## src/hdl/tsls_pkg.sv

```systemverilog
// Shared types and constants for the TCP timestamp low-bit scrubber.
// Used by tsls_front, tsls_queue, tsls_back and the top level.
`default_nettype none

package tsls_pkg;

    localparam int VLAN_DEPTH    = 2;
    localparam int OPTION_WINDOW = 12;
    localparam int QUEUE_DEPTH   = 2;

    localparam logic [15:0] ETH_IPV4   = 16'h0800;
    localparam logic [15:0] ETH_VLAN   = 16'h8100;
    localparam logic [15:0] ETH_QINQ   = 16'h88A8;
    localparam logic [7:0]  PROTO_TCP  = 8'd6;
    localparam logic [31:0] STAMP_HEAD = 32'h0101080A;
    localparam logic [7:0]  IP_START   = 8'd14;
    localparam logic [3:0]  MIN_WORDS  = 4'd5;
    localparam logic [8:0]  FIXED_HDR  = 9'd20;
    localparam logic [7:0]  SUM_OFS    = 8'd16;
    localparam logic [7:0]  TS_LSB_OFS = 8'd27;
    localparam logic [7:0]  POS_MAX    = 8'd255;

    typedef enum logic [2:0] {
        V_NOT_IPV4  = 3'd0,
        V_NOT_TCP   = 3'd1,
        V_NO_STAMP  = 3'd2,
        V_LSB_CLEAR = 3'd3,
        V_REWRITTEN = 3'd4
    } verdict_t;

    typedef struct packed {
        logic [7:0] frame_byte;
        logic       frame_end;
    } byte_req_t;

    typedef struct packed {
        verdict_t    verdict;
        logic        rewrite;
        logic [7:0]  ts_byte_offset;
        logic [7:0]  ts_byte_value;
        logic [7:0]  sum_offset;
        logic [15:0] new_sum;
    } result_t;

    // Header summary of one finished frame, handed from front to back.
    typedef struct packed {
        logic [8:0]  frame_len;
        logic [7:0]  ip_start;
        logic [3:0]  ip_words;
        logic [3:0]  tcp_words;
        logic        is_ipv4;
        logic        is_tcp;
        logic        head_ok;
        logic [15:0] sum_held;
        logic [15:0] stamp_low;
    } frame_rec_t;

endpackage

`default_nettype wire

```

## src/hdl/tsls_queue.sv

```systemverilog
// Short FIFO of frame summaries between the parser and the verdict stage.
// Depends on tsls_pkg for the record type.
`default_nettype none

module tsls_queue #(
    parameter int DEPTH = tsls_pkg::QUEUE_DEPTH
) (
    input  wire logic                clk,
    input  wire logic                rst_n,
    input  wire logic                push,
    input  wire tsls_pkg::frame_rec_t push_rec,
    output logic                     full,
    input  wire logic                pop,
    output logic                     head_valid,
    output tsls_pkg::frame_rec_t     head_rec
);

    localparam int IDX_W = (DEPTH > 1) ? $clog2(DEPTH) : 1;
    localparam int CNT_W = $clog2(DEPTH + 1);

    tsls_pkg::frame_rec_t entry_reg [DEPTH];
    logic [IDX_W-1:0] wr_ptr_reg, wr_ptr_next;
    logic [IDX_W-1:0] rd_ptr_reg, rd_ptr_next;
    logic [CNT_W-1:0] count_reg, count_next;
    logic             do_push, do_pop;

    assign full       = (count_reg == CNT_W'(DEPTH));
    assign head_valid = (count_reg != '0);
    assign head_rec   = entry_reg[rd_ptr_reg];
    assign do_push    = push && !full;
    assign do_pop     = pop && head_valid;

    always_comb
    begin
        wr_ptr_next = wr_ptr_reg;
        rd_ptr_next = rd_ptr_reg;
        count_next  = count_reg;
        if (do_push)
        begin
            wr_ptr_next = (wr_ptr_reg == IDX_W'(DEPTH - 1)) ? '0 : wr_ptr_reg + 1'b1;
        end
        if (do_pop)
        begin
            rd_ptr_next = (rd_ptr_reg == IDX_W'(DEPTH - 1)) ? '0 : rd_ptr_reg + 1'b1;
        end
        if (do_push && !do_pop)
        begin
            count_next = count_reg + 1'b1;
        end
        else if (do_pop && !do_push)
        begin
            count_next = count_reg - 1'b1;
        end
    end

    always_ff @(posedge clk or negedge rst_n)
    begin
        if (!rst_n)
        begin
            wr_ptr_reg <= '0;
            rd_ptr_reg <= '0;
            count_reg  <= '0;
        end
        else
        begin
            wr_ptr_reg <= wr_ptr_next;
            rd_ptr_reg <= rd_ptr_next;
            count_reg  <= count_next;
        end
    end

    always_ff @(posedge clk)
    begin
        if (do_push)
        begin
            entry_reg[wr_ptr_reg] <= push_rec;
        end
    end

    a_count_bound: assert property (@(posedge clk) disable iff (!rst_n)
        count_reg <= CNT_W'(DEPTH))
        else $error("queue count beyond depth");

    a_push_grows: assert property (@(posedge clk) disable iff (!rst_n)
        do_push && !do_pop |=> count_reg == $past(count_reg) + 1'b1)
        else $error("queue count did not grow on push");

endmodule

`default_nettype wire

```

## src/hdl/tsls_front.sv

```systemverilog
// Byte parser: tracks header fields of the frame in flight and pushes a
// summary into the queue on the final byte. Depends on tsls_pkg.
`default_nettype none

module tsls_front (
    input  wire logic                clk,
    input  wire logic                rst_n,
    input  wire logic                byte_valid,
    output logic                     byte_stall,
    input  wire tsls_pkg::byte_req_t byte_data,
    output logic                     push,
    output tsls_pkg::frame_rec_t     push_rec,
    input  wire logic                queue_full
);

    logic [7:0]  pos_reg, pos_next;
    logic [1:0]  tag_reg, tag_next;
    logic [15:0] ek_reg, ek_next;
    logic [7:0]  ips_reg, ips_next;
    logic [3:0]  ipw_reg, ipw_next;
    logic [7:0]  proto_reg, proto_next;
    logic [3:0]  tcpw_reg, tcpw_next;
    logic [15:0] sum_reg, sum_next;
    logic [31:0] head_reg, head_next;
    logic [15:0] stamp_reg, stamp_next;
    logic [7:0]  tcp_start;
    logic [7:0]  b;
    logic        accept;

    assign byte_stall = queue_full;
    assign accept     = byte_valid && !byte_stall;
    assign b          = byte_data.frame_byte;
    assign tcp_start  = ips_reg + {2'b00, ipw_reg, 2'b00};

    always_comb
    begin
        ek_next    = ek_reg;
        tag_next   = tag_reg;
        ips_next   = ips_reg;
        ipw_next   = ipw_reg;
        proto_next = proto_reg;
        tcpw_next  = tcpw_reg;
        sum_next   = sum_reg;
        head_next  = head_reg;
        stamp_next = stamp_reg;
        if (pos_reg != tsls_pkg::POS_MAX)
        begin
            if (pos_reg == ips_reg - 8'd2)
            begin
                ek_next = {ek_reg[7:0], b};
            end
            else if (pos_reg == ips_reg - 8'd1)
            begin
                ek_next = {ek_reg[7:0], b};
                // A VLAN tag pushes the IPv4 header back by four bytes.
                if ((ek_next == tsls_pkg::ETH_VLAN || ek_next == tsls_pkg::ETH_QINQ)
                    && tag_reg < 2'(tsls_pkg::VLAN_DEPTH))
                begin
                    tag_next = tag_reg + 2'd1;
                    ips_next = ips_reg + 8'd4;
                end
            end
            else if (pos_reg == ips_reg)
            begin
                ipw_next = b[3:0];
            end
            else if (pos_reg == ips_reg + 8'd9)
            begin
                proto_next = b;
            end
            if (pos_reg > ips_reg + 8'd9)
            begin
                if (pos_reg == tcp_start + 8'd12)
                begin
                    tcpw_next = b[7:4];
                end
                else if (pos_reg == tcp_start + 8'd16 || pos_reg == tcp_start + 8'd17)
                begin
                    sum_next = {sum_reg[7:0], b};
                end
                else if (pos_reg >= tcp_start + 8'd20 && pos_reg < tcp_start + 8'd24)
                begin
                    head_next = {head_reg[23:0], b};
                end
                else if (pos_reg >= tcp_start + 8'd24 && pos_reg < tcp_start + 8'd28)
                begin
                    stamp_next = {stamp_reg[7:0], b};
                end
            end
        end
        pos_next = (pos_reg == tsls_pkg::POS_MAX) ? pos_reg : pos_reg + 8'd1;
    end

    always_comb
    begin
        push                = accept && byte_data.frame_end;
        push_rec.frame_len  = {1'b0, pos_reg} + 9'd1;
        push_rec.ip_start   = ips_next;
        push_rec.ip_words   = ipw_next;
        push_rec.tcp_words  = tcpw_next;
        push_rec.is_ipv4    = (ek_next == tsls_pkg::ETH_IPV4);
        push_rec.is_tcp     = (proto_next == tsls_pkg::PROTO_TCP);
        push_rec.head_ok    = (head_next == tsls_pkg::STAMP_HEAD);
        push_rec.sum_held   = sum_next;
        push_rec.stamp_low  = stamp_next;
    end

    always_ff @(posedge clk or negedge rst_n)
    begin
        if (!rst_n)
        begin
            pos_reg   <= '0;
            tag_reg   <= '0;
            ek_reg    <= '0;
            ips_reg   <= tsls_pkg::IP_START;
            ipw_reg   <= '0;
            proto_reg <= '0;
            tcpw_reg  <= '0;
            sum_reg   <= '0;
            head_reg  <= '0;
            stamp_reg <= '0;
        end
        else if (accept)
        begin
            if (byte_data.frame_end)
            begin
                // Start over for the next frame.
                pos_reg   <= '0;
                tag_reg   <= '0;
                ek_reg    <= '0;
                ips_reg   <= tsls_pkg::IP_START;
                ipw_reg   <= '0;
                proto_reg <= '0;
                tcpw_reg  <= '0;
                sum_reg   <= '0;
                head_reg  <= '0;
                stamp_reg <= '0;
            end
            else
            begin
                pos_reg   <= pos_next;
                tag_reg   <= tag_next;
                ek_reg    <= ek_next;
                ips_reg   <= ips_next;
                ipw_reg   <= ipw_next;
                proto_reg <= proto_next;
                tcpw_reg  <= tcpw_next;
                sum_reg   <= sum_next;
                head_reg  <= head_next;
                stamp_reg <= stamp_next;
            end
        end
    end

    a_frame_restart: assert property (@(posedge clk) disable iff (!rst_n)
        accept && byte_data.frame_end |=> pos_reg == '0 && ips_reg == tsls_pkg::IP_START)
        else $error("parser did not restart after frame end");

endmodule

`default_nettype wire

```

## src/hdl/tsls_back.sv

```systemverilog
// Verdict stage: judges one frame summary, computes the patched checksum
// and holds the result in an output register. Depends on tsls_pkg.
`default_nettype none

module tsls_back (
    input  wire logic                 clk,
    input  wire logic                 rst_n,
    input  wire logic                 head_valid,
    input  wire tsls_pkg::frame_rec_t head_rec,
    output logic                      pop,
    output logic                      res_valid,
    input  wire logic                 res_stall,
    output tsls_pkg::result_t         res_data
);

    logic              res_valid_reg, res_valid_next;
    tsls_pkg::result_t res_reg, res_next;
    logic [8:0]        len, ips9, tcp9;
    logic [15:0]       oldw, neww;
    logic [17:0]       sum1;
    logic [16:0]       sum2;
    logic [15:0]       sum3;

    assign pop       = head_valid && (!res_valid_reg || !res_stall);
    assign res_valid = res_valid_reg;
    assign res_data  = res_reg;

    assign len  = head_rec.frame_len;
    assign ips9 = {1'b0, head_rec.ip_start};
    assign tcp9 = ips9 + {3'b000, head_rec.ip_words, 2'b00};

    // Incremental update over the one changed word: ~(~HC + ~m + m').
    assign oldw = head_rec.stamp_low;
    assign neww = {oldw[15:1], 1'b0};
    assign sum1 = {2'b00, ~head_rec.sum_held} + {2'b00, ~oldw} + {2'b00, neww};
    assign sum2 = {1'b0, sum1[15:0]} + {15'd0, sum1[17:16]};
    assign sum3 = sum2[15:0] + {15'd0, sum2[16]};

    always_comb
    begin
        res_next = '0;
        if (len < ips9 || !head_rec.is_ipv4)
        begin
            res_next.verdict = tsls_pkg::V_NOT_IPV4;
        end
        else if (len < ips9 + tsls_pkg::FIXED_HDR || head_rec.ip_words < tsls_pkg::MIN_WORDS
                 || len < tcp9)
        begin
            res_next.verdict = tsls_pkg::V_NOT_IPV4;
        end
        else if (!head_rec.is_tcp)
        begin
            res_next.verdict = tsls_pkg::V_NOT_TCP;
        end
        else if (len < tcp9 + tsls_pkg::FIXED_HDR || head_rec.tcp_words < tsls_pkg::MIN_WORDS
                 || len < tcp9 + {3'b000, head_rec.tcp_words, 2'b00})
        begin
            res_next.verdict = tsls_pkg::V_NOT_IPV4;
        end
        else if (len < tcp9 + tsls_pkg::FIXED_HDR + 9'(tsls_pkg::OPTION_WINDOW)
                 || !head_rec.head_ok)
        begin
            res_next.verdict = tsls_pkg::V_NO_STAMP;
        end
        else if (!oldw[0])
        begin
            res_next.verdict = tsls_pkg::V_LSB_CLEAR;
        end
        else
        begin
            res_next.verdict        = tsls_pkg::V_REWRITTEN;
            res_next.rewrite        = 1'b1;
            res_next.ts_byte_offset = tcp9[7:0] + tsls_pkg::TS_LSB_OFS;
            res_next.ts_byte_value  = neww[7:0];
            res_next.sum_offset     = tcp9[7:0] + tsls_pkg::SUM_OFS;
            res_next.new_sum        = ~sum3;
        end
    end

    always_comb
    begin
        res_valid_next = res_valid_reg;
        if (pop)
        begin
            res_valid_next = 1'b1;
        end
        else if (!res_stall)
        begin
            res_valid_next = 1'b0;
        end
    end

    always_ff @(posedge clk or negedge rst_n)
    begin
        if (!rst_n)
        begin
            res_valid_reg <= 1'b0;
        end
        else
        begin
            res_valid_reg <= res_valid_next;
        end
    end

    always_ff @(posedge clk)
    begin
        if (pop)
        begin
            res_reg <= res_next;
        end
    end

    a_quiet_fields: assert property (@(posedge clk) disable iff (!rst_n)
        res_valid_reg && res_reg.verdict != tsls_pkg::V_REWRITTEN
        |-> !res_reg.rewrite && res_reg.new_sum == '0 && res_reg.sum_offset == '0)
        else $error("edit fields set without a rewrite verdict");

endmodule

`default_nettype wire

```

## src/hdl/tcp_tsval_lsb_scrubber_unit.sv

```systemverilog
// Top level of the TCP timestamp low-bit scrubber.
// Instantiates tsls_front, tsls_queue and tsls_back; depends on tsls_pkg.
`default_nettype none

// Takes an Ethernet frame one byte per cycle and, on the final byte, queues
// a header summary, and the verdict stage then loads its output register
// (edit offsets, patched byte and new TCP checksum when the timestamp lsb
// must be cleared). Throughput is one byte per cycle with no gap between
// frames; a frame of one byte is fine. Input stalls only when the summary
// queue (QUEUE_DEPTH entries) is full because the result side is stalled.
module tcp_tsval_lsb_scrubber_unit #(
    parameter int QUEUE_DEPTH = tsls_pkg::QUEUE_DEPTH
) (
    input  wire logic                clk,
    input  wire logic                rst_n,
    input  wire logic                byte_valid,
    output logic                     byte_stall,
    input  wire tsls_pkg::byte_req_t byte_data,
    output logic                     res_valid,
    input  wire logic                res_stall,
    output tsls_pkg::result_t        res_data
);

    logic                 push, queue_full, pop, head_valid;
    tsls_pkg::frame_rec_t push_rec, head_rec;

    tsls_front u_front (
        .clk        (clk),
        .rst_n      (rst_n),
        .byte_valid (byte_valid),
        .byte_stall (byte_stall),
        .byte_data  (byte_data),
        .push       (push),
        .push_rec   (push_rec),
        .queue_full (queue_full)
    );

    tsls_queue #(
        .DEPTH (QUEUE_DEPTH)
    ) u_queue (
        .clk        (clk),
        .rst_n      (rst_n),
        .push       (push),
        .push_rec   (push_rec),
        .full       (queue_full),
        .pop        (pop),
        .head_valid (head_valid),
        .head_rec   (head_rec)
    );

    tsls_back u_back (
        .clk        (clk),
        .rst_n      (rst_n),
        .head_valid (head_valid),
        .head_rec   (head_rec),
        .pop        (pop),
        .res_valid  (res_valid),
        .res_stall  (res_stall),
        .res_data   (res_data)
    );

endmodule

`default_nettype wire
```

## config.mk

```make
export PLATFORM = sky130hd
export DESIGN_NAME = tcp_tsval_lsb_scrubber_unit
export DESIGN_NICKNAME = d
export VERILOG_FILES = /design/src/hdl/tsls_pkg.sv /design/src/hdl/tsls_queue.sv /design/src/hdl/tsls_front.sv /design/src/hdl/tsls_back.sv /design/src/hdl/tcp_tsval_lsb_scrubber_unit.sv
export SDC_FILE = /design/constraint.sdc
export NUM_CORES = 1
export LEC_CHECK = 0
export ABC_CLOCK_PERIOD_IN_PS = 15150
export BUFFER_PORTS_ARGS = -buffer_cell sky130_fd_sc_hd__buf_2
export CORE_UTILIZATION = 38
export DETAILED_ROUTE_END_ITERATION = 12
export PLACE_DENSITY = 0.65
export SLEW_MARGIN = 20
export SYNTH_ARGS = -nofsm -noshare
export SYNTH_HDL_FRONTEND = slang
export SYNTH_SLANG_ARGS = --single-unit
```

## constraint.sdc

```tcl
create_clock -name clk -period 15.15 [get_ports clk]
set_input_delay 0.7575 -clock clk [delete_from_list [all_inputs] [get_ports clk]]
set_output_delay 0.7575 -clock clk [all_outputs]
set_load 0.1 [all_outputs]
```

=== Word-level counts from Yosys, hierarchy flattened ===
Memories as Yosys holds them, arrays and structs flattened.
Index checks and enable logic that the tools add are counted.
W data, S select, Z words.

* Register bits after elaboration: 163
* Memory bits (writable): 120
* Input bits: 13
* Output and inout bits: 46
* Word-level logic and storage cells: 189
* Memories: 1

{| class="wikitable"
|+ Memory list
! memory !! words !! bits a word !! read ports !! clocked after memory_dff !! wr ports !! RTL line !! text
|-
| u_queue.entry_reg || 2 || 60 || 1 || 0 || 1 || tsls_queue.sv:21 || <nowiki>tsls_pkg::frame_rec_t entry_reg [DEPTH];</nowiki>
|}

* Add/sub/neg operators: 29
* Magnitude comparators: 14
* Equal/unequal tests: 18
* Multiplexer cells: 62
* Bitwise gates (word level): 5
* Reductions and logical operators: 37

{| class="wikitable"
|+ Operators with widths
! cell !! number
|-
| $mux W16 || 16
|-
| $mux W32 || 6
|-
| $mux W8 || 13
|-
| $add A8 B5 Y8 const B || 7
|-
| $eq A8 B8 Y1 || 7
|-
| $not A16 Y16 || 3
|-
| $lt A9 B9 Y1 || 5
|-
| $mux W41 || 1
|-
| $mux W4 || 9
|-
| $eq A16 B16 Y1 const B || 2
|-
| $eq A32 B25 Y1 const B || 1
|-
| $add A18 B16 Y18 || 1
|-
| $add A16 B16 Y17 || 1
|-
| $add A16 B2 Y17 || 1
|-
| $add A16 B1 Y16 || 1
|-
| $add A8 B4 Y8 const B || 2
|-
| $eq A16 B12 Y1 const B || 1
|-
| $ge A8 B8 Y1 || 2
|-
| $lt A8 B8 Y1 || 2
|-
| $mux W2 || 8
|-
| $logic_and A1 B1 Y1 || 10
|-
| $reduce_bool A2 Y1 || 5
|-
| $add A8 B1 Y9 const B || 1
|-
| $add A8 B5 Y9 const B || 1
|-
| other kinds (33) || 59
|}

=== Longest topological paths before layout ===
* Word-level depth: 11
* Depth in mapped cells: 38

=== Modules after synthesis ===
Synthesis repeated with hierarchy kept, for this count alone.

* Cell total of the unflattened synthesis: 1550
* Area total of the unflattened synthesis: 17742.0 um^2

{| class="wikitable"
|+ By module, submodules not included
! module !! instances !! cells each !! area each (um^2) !! seq. area each (um^2)
|-
| tsls_front || 1 || 728 || 7380.8 || 2831.5
|-
| tsls_back || 1 || 616 || 5531.6 || 1286.2
|-
| tsls_queue || 1 || 206 || 4829.6 || 3703.6
|}

=== Least setup slack after synthesis ===
Ideal clock, no wire load.

* Kind: reg-to-reg
* Start point: reg u_queue.rd_ptr_reg
* End point: reg u_back.res_reg (netlist bit u_back.res_data[15]) (data pin)
* Setup time: 0.146 ns
* Data arrival time: 8.515 ns
* Data required time: 15.004 ns
* Setup slack: 6.489 ns
* Cell stages (with the launch flop): 39
* Period minus slack after synthesis: 8.661 ns
* Path through: dfrtp_1 > clkbuf_1 > clkbuf_1 > clkbuf_1 > buf_1 > buf_1 > mux2i_1 > ha_1 > inv_1 > o21bai_1 > a21oi_1 > o21bai_1 > a211oi_1 > o21bai_1 > xor2_1 > ha_1 > and2_1 > and3_1 > [3 not listed] > a21o_1 > a21oi_1 > xnor2_1 > ha_1 > fa_1 > nand4_1 > nor4b_2 > nor4b_2 > nand2_1 > nor2_1 > ha_1 > nand2_1 > nor3_1 > o211ai_1 > a211oi_1 > nand2_1 > or4_1 > a21oi_1

* Cells in the longest elaborated chain, start to end: 7
* Elaborated cells on any way between the ends: 32
* Classes of those cells: 9 x add/sub; 8 x order compare; 5 x bitwise; 9 x reduce/logical; 1 x memory

{| class="wikitable"
|+ RTL lines
! item !! RTL line !! text
|-
| start: declaration || tsls_queue.sv:23 || <nowiki>logic [IDX_W-1:0] rd_ptr_reg, rd_ptr_next;</nowiki>
|-
| start signal: assignment || tsls_queue.sv:67 || <nowiki>rd_ptr_reg <= rd_ptr_next;</nowiki>
|-
| $mem_v2 Z2 W60 * || - ||
|-
| $not A16 Y16 / $add A8 B6 Y9 (equally long branches) || tsls_back.sv:35, tsls_back.sv:30 ||
|-
| $add A16 B16 Y17 / $add A9 B5 Y9 (equally long branches) || tsls_back.sv:35, tsls_back.sv:55, tsls_back.sv:60 ||
|-
| $add A18 B16 Y18 (tied with other cells) || tsls_back.sv:35 || <nowiki>assign sum1 = {2'b00, ~head_rec.sum_held} + {2'b00, ~oldw} + {2'b00, neww};</nowiki>
|-
| $add A16 B2 Y17 (tied with other cells) || tsls_back.sv:36 || <nowiki>assign sum2 = {1'b0, sum1[15:0]} + {15'd0, sum1[17:16]};</nowiki>
|-
| $add A16 B1 Y16 (tied with other cells) || tsls_back.sv:37 || <nowiki>assign sum3 = sum2[15:0] + {15'd0, sum2[16]};</nowiki>
|-
| $not A16 Y16 / $reduce_or A6 Y1 (equally long branches) || - ||
|-
| end signal: assignment || tsls_back.sv:109 || <nowiki>res_reg <= res_next;</nowiki>
|-
| end: declaration || tsls_back.sv:17 || <nowiki>tsls_pkg::result_t res_reg, res_next;</nowiki>
|}

Mark *: on every way between the ends. The rest lies on a longest branch, timed or not.
A chain may end at the register's enable or synchronous reset.

=== Final worst setup path ===
Same ends and word-level chain as after synthesis.

==> results.toml <==
[yosys]
yosysMostFrequentCell = "edfxtp_1"
synthTopCellsByArea = "edfxtp_1 27%, dfrtp_1 17%, ha_1 10%"
synthTopCellsByCount = "157 x edfxtp_1, 141 x nand2_1, 138 x ha_1"
synth-edff-count = 157
synth_top_area_share_pct = 27.3
synth_ff_type = "edfxtp_1"
synthesis.area_um2 = 17300
ys_seq_area_share_pct = 44.4
async_flop_share_pct = 42.9
synth_seq_cells = 275
syn_inst = 1622
synth.distinct_cells = 98
avgSynthCellArea_um2 = 10.6
synth_top_area_cell = "edfxtp_1"
synth_warnings = 0

[setup_path]
critPathRequiredTime_ns = 15.56
cp_slowest_cell = "buf_4"
slowest_delay_ns = 0.68
worstReg2RegStart = "u_queue.rd_ptr_reg$_DFFE_PN0P_"
reg2regPathDepth = 32
critPathLaunch = "u_queue.rd_ptr_reg$_DFFE_PN0P_"
timing.rr.end = "u_back.res_data[15]$_SDFFCE_PP0P_"
r2r_setup_slack_ns = 6.78
arrival_ns = 8.78
end_kind = "flip-flop"
cp.depth = 32
cp_num_buf_inv = 1
path_common_cell = "ha_1"
endpoint = "u_back.res_data[15]$_SDFFCE_PP0P_"
cp_top_family = "simple AND/OR/NAND/NOR gates"
worstSetupPathType = "flip-flop to flip-flop"
cp_max_fo = 52
cp-start-kind = "flip-flop"

[floorplan]
die-area_um2 = 46300
die_y_um = 215
core_um2 = 44500
fp.dieW_um = 215
ioPinCount = 59
initial_core_util_pct = 38.8
num_rows = 77

[sta]
rsz0062_at_grt = "false"
finalCriticalPeriod_ns = 8.37
tns_ns = 0
clock.fmax_ghz = 0.120
slew_headroom_pct = 28.1
finalClockSkew_ns = 0.0117
min_period_over_period_pct = 55.2
setup_viol = 0
finalHoldViolCount = 0
tightest_slew_ns = 1.07
final_max_slew_viol_count = 0

[place]
dpl.hpwl_um = 26800
io_buffers = 56
gp_congestion = 0.871

[clock_network]
cts_setup_buffers = 0
cts_buffers = 30
clock-root-buffer = "clkbuf_16"
htree_num_levels = 1
clk_latency_ns = 0.56
cts_max_path_buffers = 3
cts_tree = "built"
cts-hold-fix-buffers = 0
postCtsResizedCells = 0
clkTransAtPathRegs_ns = 0.06
cts.sinks = 275

[global_routing]
first_global_vias = 11900
grt_max_degree = 92
antenna_found_initial = 1
grtUsageTotal_pct = 16.3
grt_pass1_wl_um = 62400
grt-ovfl-total = 0

[detailed_routing]
drc_errors = 0
ant_nets = 0
drt-initial-drc-count = 903
drt_pass1_iterations = 5
routedWlPerCell_um = 16.7
vias_per_cell = 5.40
num_vias = 12200
wl_um = 37800

[finish]
fin_nets = 1803
multi_input_area_um2 = 9020
area_growth_pct = 11.0
fill_cells = 4180
drive_above_1_share_pct = 12.3
register_area_um2 = 7670
largest_reg_flops = 116

[run_status]
status = "complete, no violations"

[flow_run]
cap_violations = 0

[hold_path]
worstHoldPathType = "input port to asynchronous set/reset pin"
[stage by stage]
step           hold WS [ns]  utilization, %  setup WS (ns)  cell area (µm²)  instances
4_1_cts               0.388            43.0           6.71            19200       2262
2_1_floorplan         0.461               -           6.49            17300       1623
5_1_grt               0.268            43.1           6.00            19200       2263
6_report              0.207            43.1           6.78            19200       2263
3_5_place_dp          0.482            40.7           6.74            18100       2206
3_3_place_gp          0.483            40.7           6.96            18100       2206
[final cells by class]
cell class              instances  share of cell area, %
multi-input cells            1189                   47.0
clock buffers                  45                   4.63
diodes                          1                 0.0131
well taps                     592                   3.86
clock inverters                11                  0.809
repair buffers                 70                   2.04
inverters                      80                   1.57
flip-flops and latches        275                   40.0
[routing by layer]
layer  wire, µm  track usage, %  vias to the layer above  part of all wire [%]
met5          0               0                        -                     0
met4        772            4.09                        0                   2.0
met3       1630            2.25                       45                   4.3
met2      16500            25.4                      248                    44
met1      18900            23.8                     5946                    50
li1           -               -                     5973                     -
[layout by cell type, fill, tap and decap left out, types with 22 or more instances in the layout]
cell type  netlist  final
nor2_1         112    111
a22o_1          38     38
clkbuf_16        0     31
inv_1           78     77
xnor2_1         68     68
nand2_1        141    140
a21o_1          40     40
a21oi_1         60     60
buf_2           11     55
o21ai_1         22     22
ha_1           138    138
nor4_1          23     22
mux2i_1         50     50
mux2_2          38     38
nand3b_1        28     28
o21ai_0         41     40
dfrtp_1        115    114
edfxtp_1       157    157
nor3_1          30     29
nand3_1         22     22
xor2_1          47     47
nand2b_1        26     26
[how the worst min path moves through the flow]
stage / start / endpoint / slack (ns) / cells after the start
after floorplan: rst_n / u_back.res_valid$_DFFE_PN0P_ / 0.46 / 0
after global placement: u_front.proto_reg[0]$_DFFE_PN0P_ / u_front.proto_reg[0]$_DFFE_PN0P_ / 0.48 / 1
after detailed placement: u_back.res_valid$_DFFE_PN0P_ / u_back.res_valid$_DFFE_PN0P_ / 0.48 / 2
after CTS: rst_n / u_front.head_reg[20]$_DFFE_PN0P_ / 0.39 / 1
after global routing: rst_n / u_front.head_reg[28]$_DFFE_PN0P_ / 0.27 / 1
final: rst_n / u_front.head_reg[29]$_DFFE_PN0P_ / 0.21 / 1
[cell families after synthesis]
logic type | share of synthesized area [%]
and+or+nand+nor | 15.1
AOI/OAI and AO/OA | 14.1
DFF | 44.4
buffers and inverters | 3.69
adders and majority gates | 10.7
xor gates and xnor gates | 6.38
muxes | 5.64
other | 0.0217
Power is left out: the tool's default activity adds up to more than one toggle a clock period on the data nets, which glitch-free logic cannot reach.
